===== src/rtl/abkf_pkg.sv =====
// ----------------------------------------------------------------------------
// abkf_pkg: shared types and constants of the angle and bias Kalman filter
// Holds the micro-operation format, the operand codes and the fixed program
// that the sequencer steps through for one sample.
// ----------------------------------------------------------------------------
package abkf_pkg;

  // Pi and two pi with 24 fraction bits, rounded to the working format later.
  localparam longint PI_Q24     = 64'sd52707179;
  localparam longint TWO_PI_Q24 = 64'sd105414357;

  // Configuration register indexes.
  localparam logic [2:0] REG_STEP_TIME  = 3'd0;
  localparam logic [2:0] REG_ANGLE_NOISE = 3'd1;
  localparam logic [2:0] REG_RATE_PROC  = 3'd2;
  localparam logic [2:0] REG_BIAS_PROC  = 3'd3;
  localparam logic [2:0] REG_CROSS_PROC = 3'd4;

  // Operations of the shared unit.
  localparam logic [1:0] OP_ADD = 2'd0;
  localparam logic [1:0] OP_SUB = 2'd1;
  localparam logic [1:0] OP_MUL = 2'd2;
  localparam logic [1:0] OP_DIV = 2'd3;

  // Operand and destination codes.
  localparam logic [3:0] SEL_P11  = 4'd0;
  localparam logic [3:0] SEL_P12  = 4'd1;
  localparam logic [3:0] SEL_P22  = 4'd2;
  localparam logic [3:0] SEL_ANG  = 4'd3;
  localparam logic [3:0] SEL_BIAS = 4'd4;
  localparam logic [3:0] SEL_Z    = 4'd5;
  localparam logic [3:0] SEL_RATE = 4'd6;
  localparam logic [3:0] SEL_T    = 4'd7;
  localparam logic [3:0] SEL_YS   = 4'd8;
  localparam logic [3:0] SEL_S    = 4'd9;
  localparam logic [3:0] SEL_DT   = 4'd10;
  localparam logic [3:0] SEL_RV   = 4'd11;
  localparam logic [3:0] SEL_QR   = 4'd12;
  localparam logic [3:0] SEL_QB   = 4'd13;
  localparam logic [3:0] SEL_QC   = 4'd14;

  localparam logic [4:0] PC_LAST = 5'd30;

  typedef struct packed {
    logic [1:0] op;
    logic [3:0] dst;
    logic [3:0] a;
    logic [3:0] b;
  } uop_t;

  // The filter update as a list of two-operand steps on the shared unit.
  function automatic uop_t uop_at(logic [4:0] pc);
    uop_t u;
    u = '{OP_ADD, SEL_T, SEL_T, SEL_T};
    case (pc)
      5'd0:  u = '{OP_SUB, SEL_T,    SEL_RATE, SEL_BIAS};
      5'd1:  u = '{OP_MUL, SEL_T,    SEL_T,    SEL_DT};
      5'd2:  u = '{OP_ADD, SEL_ANG,  SEL_ANG,  SEL_T};
      5'd3:  u = '{OP_MUL, SEL_T,    SEL_P12,  SEL_DT};
      5'd4:  u = '{OP_SUB, SEL_P11,  SEL_P11,  SEL_T};
      5'd5:  u = '{OP_MUL, SEL_T,    SEL_P22,  SEL_DT};
      5'd6:  u = '{OP_SUB, SEL_P12,  SEL_P12,  SEL_T};
      5'd7:  u = '{OP_MUL, SEL_T,    SEL_P12,  SEL_DT};
      5'd8:  u = '{OP_SUB, SEL_P11,  SEL_P11,  SEL_T};
      5'd9:  u = '{OP_MUL, SEL_T,    SEL_QR,   SEL_DT};
      5'd10: u = '{OP_MUL, SEL_T,    SEL_T,    SEL_DT};
      5'd11: u = '{OP_ADD, SEL_P11,  SEL_P11,  SEL_T};
      5'd12: u = '{OP_MUL, SEL_T,    SEL_QC,   SEL_DT};
      5'd13: u = '{OP_ADD, SEL_P12,  SEL_P12,  SEL_T};
      5'd14: u = '{OP_ADD, SEL_P22,  SEL_P22,  SEL_QB};
      5'd15: u = '{OP_ADD, SEL_S,    SEL_P11,  SEL_RV};
      5'd16: u = '{OP_SUB, SEL_T,    SEL_Z,    SEL_ANG};
      5'd17: u = '{OP_DIV, SEL_YS,   SEL_T,    SEL_S};
      5'd18: u = '{OP_MUL, SEL_T,    SEL_P11,  SEL_YS};
      5'd19: u = '{OP_ADD, SEL_ANG,  SEL_ANG,  SEL_T};
      5'd20: u = '{OP_MUL, SEL_T,    SEL_P12,  SEL_YS};
      5'd21: u = '{OP_ADD, SEL_BIAS, SEL_BIAS, SEL_T};
      5'd22: u = '{OP_MUL, SEL_T,    SEL_P12,  SEL_P12};
      5'd23: u = '{OP_DIV, SEL_T,    SEL_T,    SEL_S};
      5'd24: u = '{OP_SUB, SEL_P22,  SEL_P22,  SEL_T};
      5'd25: u = '{OP_MUL, SEL_T,    SEL_P12,  SEL_P11};
      5'd26: u = '{OP_DIV, SEL_T,    SEL_T,    SEL_S};
      5'd27: u = '{OP_SUB, SEL_P12,  SEL_P12,  SEL_T};
      5'd28: u = '{OP_MUL, SEL_T,    SEL_P11,  SEL_P11};
      5'd29: u = '{OP_DIV, SEL_T,    SEL_T,    SEL_S};
      5'd30: u = '{OP_SUB, SEL_P11,  SEL_P11,  SEL_T};
      default: u = '{OP_ADD, SEL_T, SEL_T, SEL_T};
    endcase
    return u;
  endfunction

endpackage


===== src/rtl/angle_bias_kalman_filter.sv =====
// ----------------------------------------------------------------------------
// angle_bias_kalman_filter: one-axis angle and gyro bias Kalman filter
// Unwraps a wrapped angle measurement, predicts with the bias-corrected
// gyro rate and applies the gain update, all in saturating fixed point.
// ----------------------------------------------------------------------------
// One request carries a wrapped angle and a gyro rate and yields one result
// with the unwrapped filtered angle, the corrected rate and the bias. A small
// sequencer runs a fixed program of 31 steps on one shared arithmetic unit:
// an add or subtract writes back straight from the issue state, a multiply
// works through four multiplier bits per cycle and a divide produces
// WORD_WIDTH+FRACTION_BITS quotient bits, one quotient bit per cycle, or
// writes zero without running the divider when the divisor is zero. The
// program holds four divisions and twelve multiplies. Each request passes
// through unwrapping and the program and then loads the output register,
// which holds the result until the consumer takes it. The block takes the
// next request once the result has been handed to the output register, and
// waits while that register still holds a result the consumer has not taken.
// Configuration registers are to be written by the user through the plain
// write port only while the block is idle; the block itself does not enforce
// this. Indexes beyond the list are ignored.
// ----------------------------------------------------------------------------
module angle_bias_kalman_filter
  import abkf_pkg::*;
#(
  parameter int WORD_WIDTH    = 32,
  parameter int FRACTION_BITS = 16
) (
  input  logic               clk_i,
  input  logic               rst_ni,
  input  logic               cfg_we_i,
  input  logic [2:0]         cfg_idx_i,
  input  logic [30:0]        cfg_data_i,
  input  logic               in_valid_i,
  output logic               in_ready_o,
  input  logic signed [18:0] angle_in_i,
  input  logic signed [31:0] rate_in_i,
  output logic               out_valid_o,
  input  logic               out_ready_i,
  output logic signed [31:0] angle_estimate_o,
  output logic signed [31:0] corrected_rate_o,
  output logic signed [31:0] bias_estimate_o
);

  localparam int W     = WORD_WIDTH;
  localparam int F     = FRACTION_BITS;
  localparam int XW    = 2 * W + 8;
  localparam int NSTEP = (W + 3) / 4;
  localparam int BW    = 4 * NSTEP;
  localparam int DW    = W + F;
  localparam int CW    = $clog2(DW + 1);

  localparam logic signed [W-1:0]  WMAX   = {1'b0, {(W-1){1'b1}}};
  localparam logic signed [W-1:0]  WMIN   = {1'b1, {(W-1){1'b0}}};
  localparam logic signed [XW-1:0] WMAX_X = {{(XW-W+1){1'b0}}, {(W-1){1'b1}}};
  localparam logic signed [XW-1:0] WMIN_X = ~WMAX_X;
  localparam logic signed [XW-1:0] O32MAX = {{(XW-31){1'b0}}, {31{1'b1}}};
  localparam logic signed [XW-1:0] O32MIN = ~O32MAX;
  localparam logic signed [XW-1:0] PI_X =
    XW'((((PI_Q24 * 2) >>> (24 - F)) + 1) >>> 1);
  localparam logic signed [XW-1:0] TWO_PI_X =
    XW'((((TWO_PI_Q24 * 2) >>> (24 - F)) + 1) >>> 1);
  localparam logic [XW-1:0] RND_X = XW'(1) << (F - 1);
  localparam logic [CW-1:0] MUL_END = CW'(NSTEP);
  localparam logic [CW-1:0] DIV_END = CW'(DW);

  // Sequencer states.
  localparam logic [2:0] ST_IDLE   = 3'd0;
  localparam logic [2:0] ST_UNWRAP = 3'd1;
  localparam logic [2:0] ST_ZADJ   = 3'd2;
  localparam logic [2:0] ST_ISSUE  = 3'd3;
  localparam logic [2:0] ST_MUL    = 3'd4;
  localparam logic [2:0] ST_DIV    = 3'd5;
  localparam logic [2:0] ST_FINISH = 3'd6;

  function automatic logic signed [W-1:0] sat_x(logic signed [XW-1:0] v);
    if (v > WMAX_X) return WMAX;
    if (v < WMIN_X) return WMIN;
    return v[W-1:0];
  endfunction

  function automatic logic signed [W-1:0] sat_sum(logic signed [W:0] v);
    if (v[W] != v[W-1]) return v[W] ? WMIN : WMAX;
    return v[W-1:0];
  endfunction

  function automatic logic [W-1:0] mag(logic signed [W-1:0] v);
    return v[W-1] ? W'(-v) : W'(v);
  endfunction

  // Clamp a magnitude to the word and give it its sign.
  function automatic logic signed [W-1:0] apply_sign(logic [XW-1:0] m, logic neg);
    logic [XW-1:0] lim;
    lim = XW'(WMAX_X) + XW'(neg);
    if (m > lim) m = lim;
    return neg ? W'(-m[W-1:0]) : m[W-1:0];
  endfunction

  function automatic logic [31:0] out32(logic signed [W-1:0] v);
    logic signed [XW-1:0] x;
    x = XW'(v);
    if (x > O32MAX) return O32MAX[31:0];
    if (x < O32MIN) return O32MIN[31:0];
    return x[31:0];
  endfunction

  // Configuration registers.
  logic [16:0] step_time_q;
  logic [30:0] angle_noise_q, rate_proc_q, bias_proc_q, cross_proc_q;

  // Filter state.
  logic signed [W-1:0] ang_q, bias_q, p11_q, p12_q, p22_q, prev_q;
  logic [15:0]         turn_q;

  // Working registers of one request.
  logic signed [W-1:0] z_q, rate_q, t_q, ys_q, s_q;

  // Sequencer and shared unit.
  logic [2:0]    state_q, state_d;
  logic [4:0]    pc_q;
  logic [CW-1:0] cnt_q;
  logic          neg_q;
  logic [W-1:0]  ma_q;
  logic [BW-1:0] mb_q;
  logic [2*W-1:0] acc_q;
  logic [DW-1:0] dq_q;
  logic [W-1:0]  rem_q;
  logic [W-1:0]  ud_q;
  logic          out_valid_q;
  logic [31:0]   ang_out_q, rate_out_q, bias_out_q;

  uop_t                u;
  logic signed [W-1:0] opa, opb;
  logic signed [W-1:0] dt_w, rv_w, qr_w, qb_w, qc_w;
  logic                in_acc;
  logic                wb_en;
  logic signed [W-1:0] wb_val;
  logic                out_load;
  logic signed [XW-1:0] z_x, prev_x;
  logic [2*W-1:0]      acc_d;
  logic [W:0]          r2;
  logic                ge;
  logic [XW-1:0]       mul_rnd;

  assign u      = uop_at(pc_q);
  assign dt_w   = sat_x(XW'(step_time_q));
  assign rv_w   = sat_x(XW'(angle_noise_q));
  assign qr_w   = sat_x(XW'(rate_proc_q));
  assign qb_w   = sat_x(XW'(bias_proc_q));
  assign qc_w   = sat_x(XW'(cross_proc_q));
  assign in_acc = in_valid_i && in_ready_o;
  assign in_ready_o = (state_q == ST_IDLE);
  assign z_x    = XW'(z_q);
  assign prev_x = XW'(prev_q);

  always_comb begin
    case (u.a)
      SEL_P11:  opa = p11_q;
      SEL_P12:  opa = p12_q;
      SEL_P22:  opa = p22_q;
      SEL_ANG:  opa = ang_q;
      SEL_BIAS: opa = bias_q;
      SEL_Z:    opa = z_q;
      SEL_RATE: opa = rate_q;
      SEL_T:    opa = t_q;
      SEL_YS:   opa = ys_q;
      SEL_S:    opa = s_q;
      SEL_DT:   opa = dt_w;
      SEL_RV:   opa = rv_w;
      SEL_QR:   opa = qr_w;
      SEL_QB:   opa = qb_w;
      SEL_QC:   opa = qc_w;
      default:  opa = '0;
    endcase
  end

  always_comb begin
    case (u.b)
      SEL_P11:  opb = p11_q;
      SEL_P12:  opb = p12_q;
      SEL_P22:  opb = p22_q;
      SEL_ANG:  opb = ang_q;
      SEL_BIAS: opb = bias_q;
      SEL_Z:    opb = z_q;
      SEL_RATE: opb = rate_q;
      SEL_T:    opb = t_q;
      SEL_YS:   opb = ys_q;
      SEL_S:    opb = s_q;
      SEL_DT:   opb = dt_w;
      SEL_RV:   opb = rv_w;
      SEL_QR:   opb = qr_w;
      SEL_QB:   opb = qb_w;
      SEL_QC:   opb = qc_w;
      default:  opb = '0;
    endcase
  end

  // One multiplier step takes four bits of the second operand, top first.
  assign acc_d   = (acc_q << 4) + (2*W)'(ma_q * mb_q[BW-1 -: 4]);
  // One restoring divider step.
  assign r2      = {rem_q, dq_q[DW-1]};
  assign ge      = r2 >= {1'b0, ud_q};
  assign mul_rnd = (XW'(acc_q) + RND_X) >> F;

  // Sequencer and write-back selection.
  always_comb begin
    state_d  = state_q;
    wb_en    = 1'b0;
    wb_val   = '0;
    out_load = 1'b0;
    case (state_q)
      ST_IDLE: begin
        if (in_acc) state_d = ST_UNWRAP;
      end
      ST_UNWRAP: state_d = ST_ZADJ;
      ST_ZADJ:   state_d = ST_ISSUE;
      ST_ISSUE: begin
        case (u.op)
          OP_ADD: begin
            wb_en  = 1'b1;
            wb_val = sat_sum((W+1)'(opa) + (W+1)'(opb));
          end
          OP_SUB: begin
            wb_en  = 1'b1;
            wb_val = sat_sum((W+1)'(opa) - (W+1)'(opb));
          end
          OP_MUL: state_d = ST_MUL;
          OP_DIV: begin
            if (opb == '0) begin
              wb_en  = 1'b1;
              wb_val = '0;
            end else begin
              state_d = ST_DIV;
            end
          end
          default: state_d = ST_ISSUE;
        endcase
      end
      ST_MUL: begin
        if (cnt_q == MUL_END) begin
          wb_en  = 1'b1;
          wb_val = apply_sign(mul_rnd, neg_q);
        end
      end
      ST_DIV: begin
        if (cnt_q == DIV_END) begin
          wb_en  = 1'b1;
          wb_val = apply_sign(XW'(dq_q), neg_q);
        end
      end
      ST_FINISH: begin
        if (!out_valid_q || out_ready_i) begin
          out_load = 1'b1;
          state_d  = ST_IDLE;
        end
      end
      default: state_d = ST_IDLE;
    endcase
    if (wb_en) state_d = (pc_q == PC_LAST) ? ST_FINISH : ST_ISSUE;
  end

  // Control state, configuration and filter state.
  always_ff @(posedge clk_i or negedge rst_ni) begin
    if (!rst_ni) begin
      state_q       <= ST_IDLE;
      pc_q          <= '0;
      cnt_q         <= '0;
      out_valid_q   <= 1'b0;
      step_time_q   <= 17'd655;
      angle_noise_q <= 31'd16384;
      rate_proc_q   <= 31'd4;
      bias_proc_q   <= 31'd944;
      cross_proc_q  <= 31'd63;
      ang_q         <= '0;
      bias_q        <= '0;
      p11_q         <= '0;
      p12_q         <= '0;
      p22_q         <= '0;
      prev_q        <= '0;
      turn_q        <= '0;
    end else begin
      state_q <= state_d;
      if (cfg_we_i) begin
        case (cfg_idx_i)
          REG_STEP_TIME:   step_time_q   <= cfg_data_i[16:0];
          REG_ANGLE_NOISE: angle_noise_q <= cfg_data_i;
          REG_RATE_PROC:   rate_proc_q   <= cfg_data_i;
          REG_BIAS_PROC:   bias_proc_q   <= cfg_data_i;
          REG_CROSS_PROC:  cross_proc_q  <= cfg_data_i;
          default: ;
        endcase
      end
      if (state_q == ST_UNWRAP) begin
        // A jump of more than pi counts one revolution.
        if (z_x < prev_x - PI_X) begin
          turn_q <= turn_q + 16'd1;
        end else if (z_x > prev_x + PI_X) begin
          turn_q <= turn_q - 16'd1;
        end
        prev_q <= z_q;
      end
      if (state_q == ST_ZADJ) pc_q <= '0;
      if (state_q == ST_ISSUE) cnt_q <= '0;
      if (state_q == ST_MUL || state_q == ST_DIV) cnt_q <= cnt_q + CW'(1);
      if (wb_en) begin
        pc_q <= pc_q + 5'd1;
        case (u.dst)
          SEL_P11:  p11_q  <= wb_val;
          SEL_P12:  p12_q  <= wb_val;
          SEL_P22:  p22_q  <= wb_val;
          SEL_ANG:  ang_q  <= wb_val;
          SEL_BIAS: bias_q <= wb_val;
          default: ;
        endcase
      end
      if (out_load) begin
        out_valid_q <= 1'b1;
      end else if (out_ready_i) begin
        out_valid_q <= 1'b0;
      end
    end
  end

  // Working registers and the shared unit's datapath.
  always_ff @(posedge clk_i) begin
    if (in_acc) begin
      z_q    <= W'(angle_in_i);
      rate_q <= sat_x(XW'(rate_in_i));
    end
    if (state_q == ST_ZADJ) begin
      z_q <= sat_x(z_x + XW'($signed(turn_q)) * TWO_PI_X);
    end
    if (wb_en) begin
      case (u.dst)
        SEL_T:  t_q  <= wb_val;
        SEL_YS: ys_q <= wb_val;
        SEL_S:  s_q  <= wb_val;
        default: ;
      endcase
    end
    if (state_q == ST_ISSUE) begin
      neg_q <= opa[W-1] ^ opb[W-1];
      ma_q  <= mag(opa);
      mb_q  <= BW'(mag(opb));
      acc_q <= '0;
      dq_q  <= {mag(opa), {F{1'b0}}};
      ud_q  <= mag(opb);
      rem_q <= '0;
    end
    if (state_q == ST_MUL && cnt_q != MUL_END) begin
      acc_q <= acc_d;
      mb_q  <= mb_q << 4;
    end
    if (state_q == ST_DIV && cnt_q != DIV_END) begin
      rem_q <= ge ? W'(r2 - {1'b0, ud_q}) : W'(r2);
      dq_q  <= {dq_q[DW-2:0], ge};
    end
    if (out_load) begin
      ang_out_q  <= out32(ang_q);
      rate_out_q <= out32(sat_sum((W+1)'(rate_q) - (W+1)'(bias_q)));
      bias_out_q <= out32(bias_q);
    end
  end

  assign out_valid_o      = out_valid_q;
  assign angle_estimate_o = ang_out_q;
  assign corrected_rate_o = rate_out_q;
  assign bias_estimate_o  = bias_out_q;

endmodule

===== config.mk =====
export PLATFORM = sky130hd
export DESIGN_NAME = angle_bias_kalman_filter
export DESIGN_NICKNAME = d
export VERILOG_FILES = /design/src/rtl/abkf_pkg.sv /design/src/rtl/angle_bias_kalman_filter.sv
export SDC_FILE = /design/constraint.sdc
export NUM_CORES = 2
export LEC_CHECK = 0
export ABC_AREA = 1
export BUFFER_PORTS_ARGS = -buffer_cell sky130_fd_sc_hd__buf_2
export CAP_MARGIN = 20
export CORE_MARGIN = 2
export CORE_UTILIZATION = 25
export CTS_BUF_LIST = sky130_fd_sc_hd__clkbuf_8
export DETAILED_ROUTE_END_ITERATION = 8
export GPL_TIMING_DRIVEN = 0
export HOLD_SLACK_MARGIN = 0.05
export PLACE_DENSITY_LB_ADDON = 0.1
export SKIP_CTS_REPAIR_TIMING = 1
export SLEW_MARGIN = 10
export SYNTH_ARGS = -nofsm -noshare
export SYNTH_HDL_FRONTEND = slang
export SYNTH_SLANG_ARGS = --single-unit

===== constraint.sdc =====
create_clock -name clk_i -period 7.5 [get_ports clk_i]
set_input_delay 1.125 -clock clk_i [delete_from_list [all_inputs] [get_ports clk_i]]
set_output_delay 1.125 -clock clk_i [all_outputs]
set_load 0.02 [all_outputs]

==> flow_metrics.env <==
export IMPL_min_path_cells=1
export IMPL_r2r_end="t_q[27]"
export IMPL_core_rowCount=191
export IMPL_overflow=0
export IMPL_netlist_area_sq_mm=0.0680
export IMPL_syn_num_nets=9651
export IMPL_fillers=29600
export IMPL_start_util_pct=25.1
export IMPL_slew_headroom_pct=24.3
export IMPL_critical_path_class="reg -> reg"
export IMPL_post_route_drc_count=0
export IMPL_worstHoldStart="rate_in_i[22]"
export IMPL_firstDrtPassIters=6
export IMPL_synth_edf_count=493
export IMPL_max_slew_worst_pin_slew_ns=1.13
export IMPL_synth_seq_cells=861
export IMPL_synth_ff_type="edfxtp_1"
export IMPL_fin_crit_ns=7.40
export IMPL_whs_ns=0.291
export IMPL_rrSetupSlack_ns=0.1
export IMPL_hpwl_microns=255000
export IMPL_yosysUniqueCellTypes=72
export IMPL_r2r_start="pc_q[0]"
export IMPL_critPathArrivalTime_ns=8.11
export IMPL_grt_util_all_layers_pct=22.3
export IMPL_clk_root_buffer_cell="clkbuf_8"
export IMPL_port_buffers=155
export IMPL_htreeDepth=4
export IMPL_startpoint_type="register"
export IMPL_clockBufferDepth=4
export IMPL_clkSinkCount=861
export IMPL_fmax_ghz=0.135
export IMPL_avgSynthCellArea_sq_um=7.68
export IMPL_fin_setup_tns_ns=0
export IMPL_dp_cells=12600
export IMPL_synth_common_cells="nand2_1, inv_1, nor2_1"
export IMPL_vias=63100
export IMPL_design_final_nets=10100
export IMPL_antenna_left=0
export IMPL_hold_end="rate_q[22]"
export IMPL_gp_congestion=0.964
export IMPL_wl_microns=315000
export IMPL_finalHoldViolCount=0
export IMPL_fp_coreArea_sq_mm=0.271
export IMPL_syn_inst=8852
export IMPL_status="finished clean"
export IMPL_synthTopCellsByArea="edfxtp_1, nand2_1, dfrtp_1, ha_1, inv_1"
export IMPL_drive_above_1_share_pct=10.6
export IMPL_cts_tree="done"
export IMPL_synth_warnings=0
export IMPL_first_iter_violations=5650
export IMPL_cts_inserted_buffers=183
export IMPL_ys_async_sr_fraction_pct=42.3
export IMPL_setup_viol=0
export IMPL_synth_top_area_share_pct=21.8
export IMPL_yosysSeqAreaShare_pct=35.3
export IMPL_crit_top_cell="nand2_1"
export IMPL_pin_count=188
export IMPL_cpPeakStageDelay_ns=0.66
export IMPL_antenna_found_initial=19
export IMPL_crit_path_end_kind="register"
export IMPL_clkLatencyLatePin_ns=1.02
export IMPL_wl_per_cell_microns=24.3
export IMPL_grt_pass1_vias=62400
export IMPL_cp_max_fo=10
export IMPL_cp_slowest_cell="a211oi_2"
export IMPL_viasPerCell=4.85
export IMPL_min_path_type="in -> reg"
export IMPL_die_width_microns=525
export IMPL_synth_most_common_cell="nand2_1"
export IMPL_final_cells=13000
export IMPL_yosysTopAreaCell="edfxtp_1"
export IMPL_utilization_pct=29.4
export IMPL_grt_max_degree=97
export IMPL_clock_skew_final_ns=0.123
export IMPL_reg2reg_depth=36
export IMPL_syn_to_final_growth_pct=17.0
export IMPL_clk_pin_slew_ns=0.06
export IMPL_die_area_sq_mm=0.276
export IMPL_worstPathRequired_ns=8.20
export IMPL_final_max_slew_viol_count=0
export IMPL_grt_pass1_wl_microns=449000
export IMPL_fin_crit_sh_pct=98.7
export IMPL_die_h_microns=525
export IMPL_maxCapViolCount=0
==> worst max path at each step <==
| stage | from | end | slack (ns) | cells after the start |
|---|---|---|---|---|
| 2_1_floorplan | prev_q[0] | turn_q[12] | 0.89 | 39 |
| 4_1_cts | pc_q[0] | t_q[24] | -2.92 | 31 |
| 3_3_place_gp | pc_q[0] | s_q[3] | -3.51 | 25 |
| 6_report | pc_q[0] | t_q[27] | 0.1 | 36 |
| 5_1_grt | pc_q[1] | p22_q[25] | -0.04 | 46 |
| 3_5_place_dp | pc_q[0] | t_q[22] | -2.91 | 31 |
==> per-stage QoR <==
step	cell area [sq um]	worst slack, ns
final	79500	0.0960
after CTS	77600	-2.92
after global placement	73200	-3.51
after global routing	79500	-0.0435
after detailed placement	73800	-2.91
after floorplan	68000	0.894
==> cell type report <==
class	count	area [sq um]	area share, %
Tap cell	3570	4470	5.62
Multi-Input combinational cell	6349	38800	48.8
Inverter	1268	4800	6.04
Antenna cell	4	10.0	0.0126
Buffer	359	1680	2.12
Timing Repair Buffer	251	1930	2.43
Clock buffer	216	2970	3.74
Sequential cell	861	24000	30.2
Clock inverter	115	761	0.957
==> cell families (layout without fill, tap and decap cells) <==
family	count (synthesis)	after routing	synth area share [%]
simple gates	3734	3734	22.7
compound gates	1608	1608	13.3
xor+xnor	298	298	3.84
flops	861	861	35.3
buf+inv	1642	2209	9.42
other cells	0	4	0
fa+ha+maj	709	709	15.5
==> critical path, delay by kind of cell (launching register included) <==
family                     cells  cell delay (ns)
xor gates and xnor gates       1             0.24
DFF                            1             0.45
AOI/OAI and AO/OA              9             1.95
adders and majority gates      2             0.60
buffers and inverters         10             1.69
and+or+nand+nor               14             2.14
==> placed cells by master (no fill, tap or decap), types with 30 or more instances in the layout <==
cell type  Yosys  layout
o21ai_0      591     578
xnor2_1       86      85
buf_4         19      78
o211ai_1      46      46
nor2_1       684     641
clkbuf_1     273     227
nor2_4        15      46
ha_1         492     480
clkbuf_8       0     216
nor3_1        80      64
xor2_1       212     210
nand4_1       89      89
inv_2         29      32
a21boi_0      32      30
o21a_1        35      35
inv_1       1229    1261
clkinv_2       0      32
a21oi_1      525     515
buf_2         57     205
o22ai_1      135     135
o21ai_1       65      73
nand3_1      316     284
nor2_2        36      48
dfrtp_1      345     331
edfxtp_1     493     493
nand2_1     2393    2369
fa_1         217     213
==> registers in the layout (all words and copies together) (netlist names), 32 cells and up <==
name / cells
rem_q: 32
rate_q: 32
t_q: 32
p11_q: 32
p12_q: 32
ys_q: 32
bias_q: 32
ma_q: 32
mb_q: 32
ud_q: 32
z_q: 32
p22_q: 32
bias_estimate_o: 32
dq_q: 48
ang_q: 32
acc_q: 64
corrected_rate_o: 32
prev_q: 32
s_q: 32
angle_estimate_o: 32
==> routing by layer <==
layer / GRT usage [%] / wire, microns / share of wire [%] / vias to the layer above
met5: 0 / 39 / 0.012 / -
met3: 3.04 / 18600 / 5.9 / 446
li1: - / - / - / 29700
met2: 35.7 / 143000 / 45 / 2080
met4: 8.70 / 12600 / 4.0 / 6
met1: 30.1 / 141000 / 45 / 30900
Power is not shown: default switching activity piles up to over one toggle a cycle in this logic, so the estimate is an artifact.
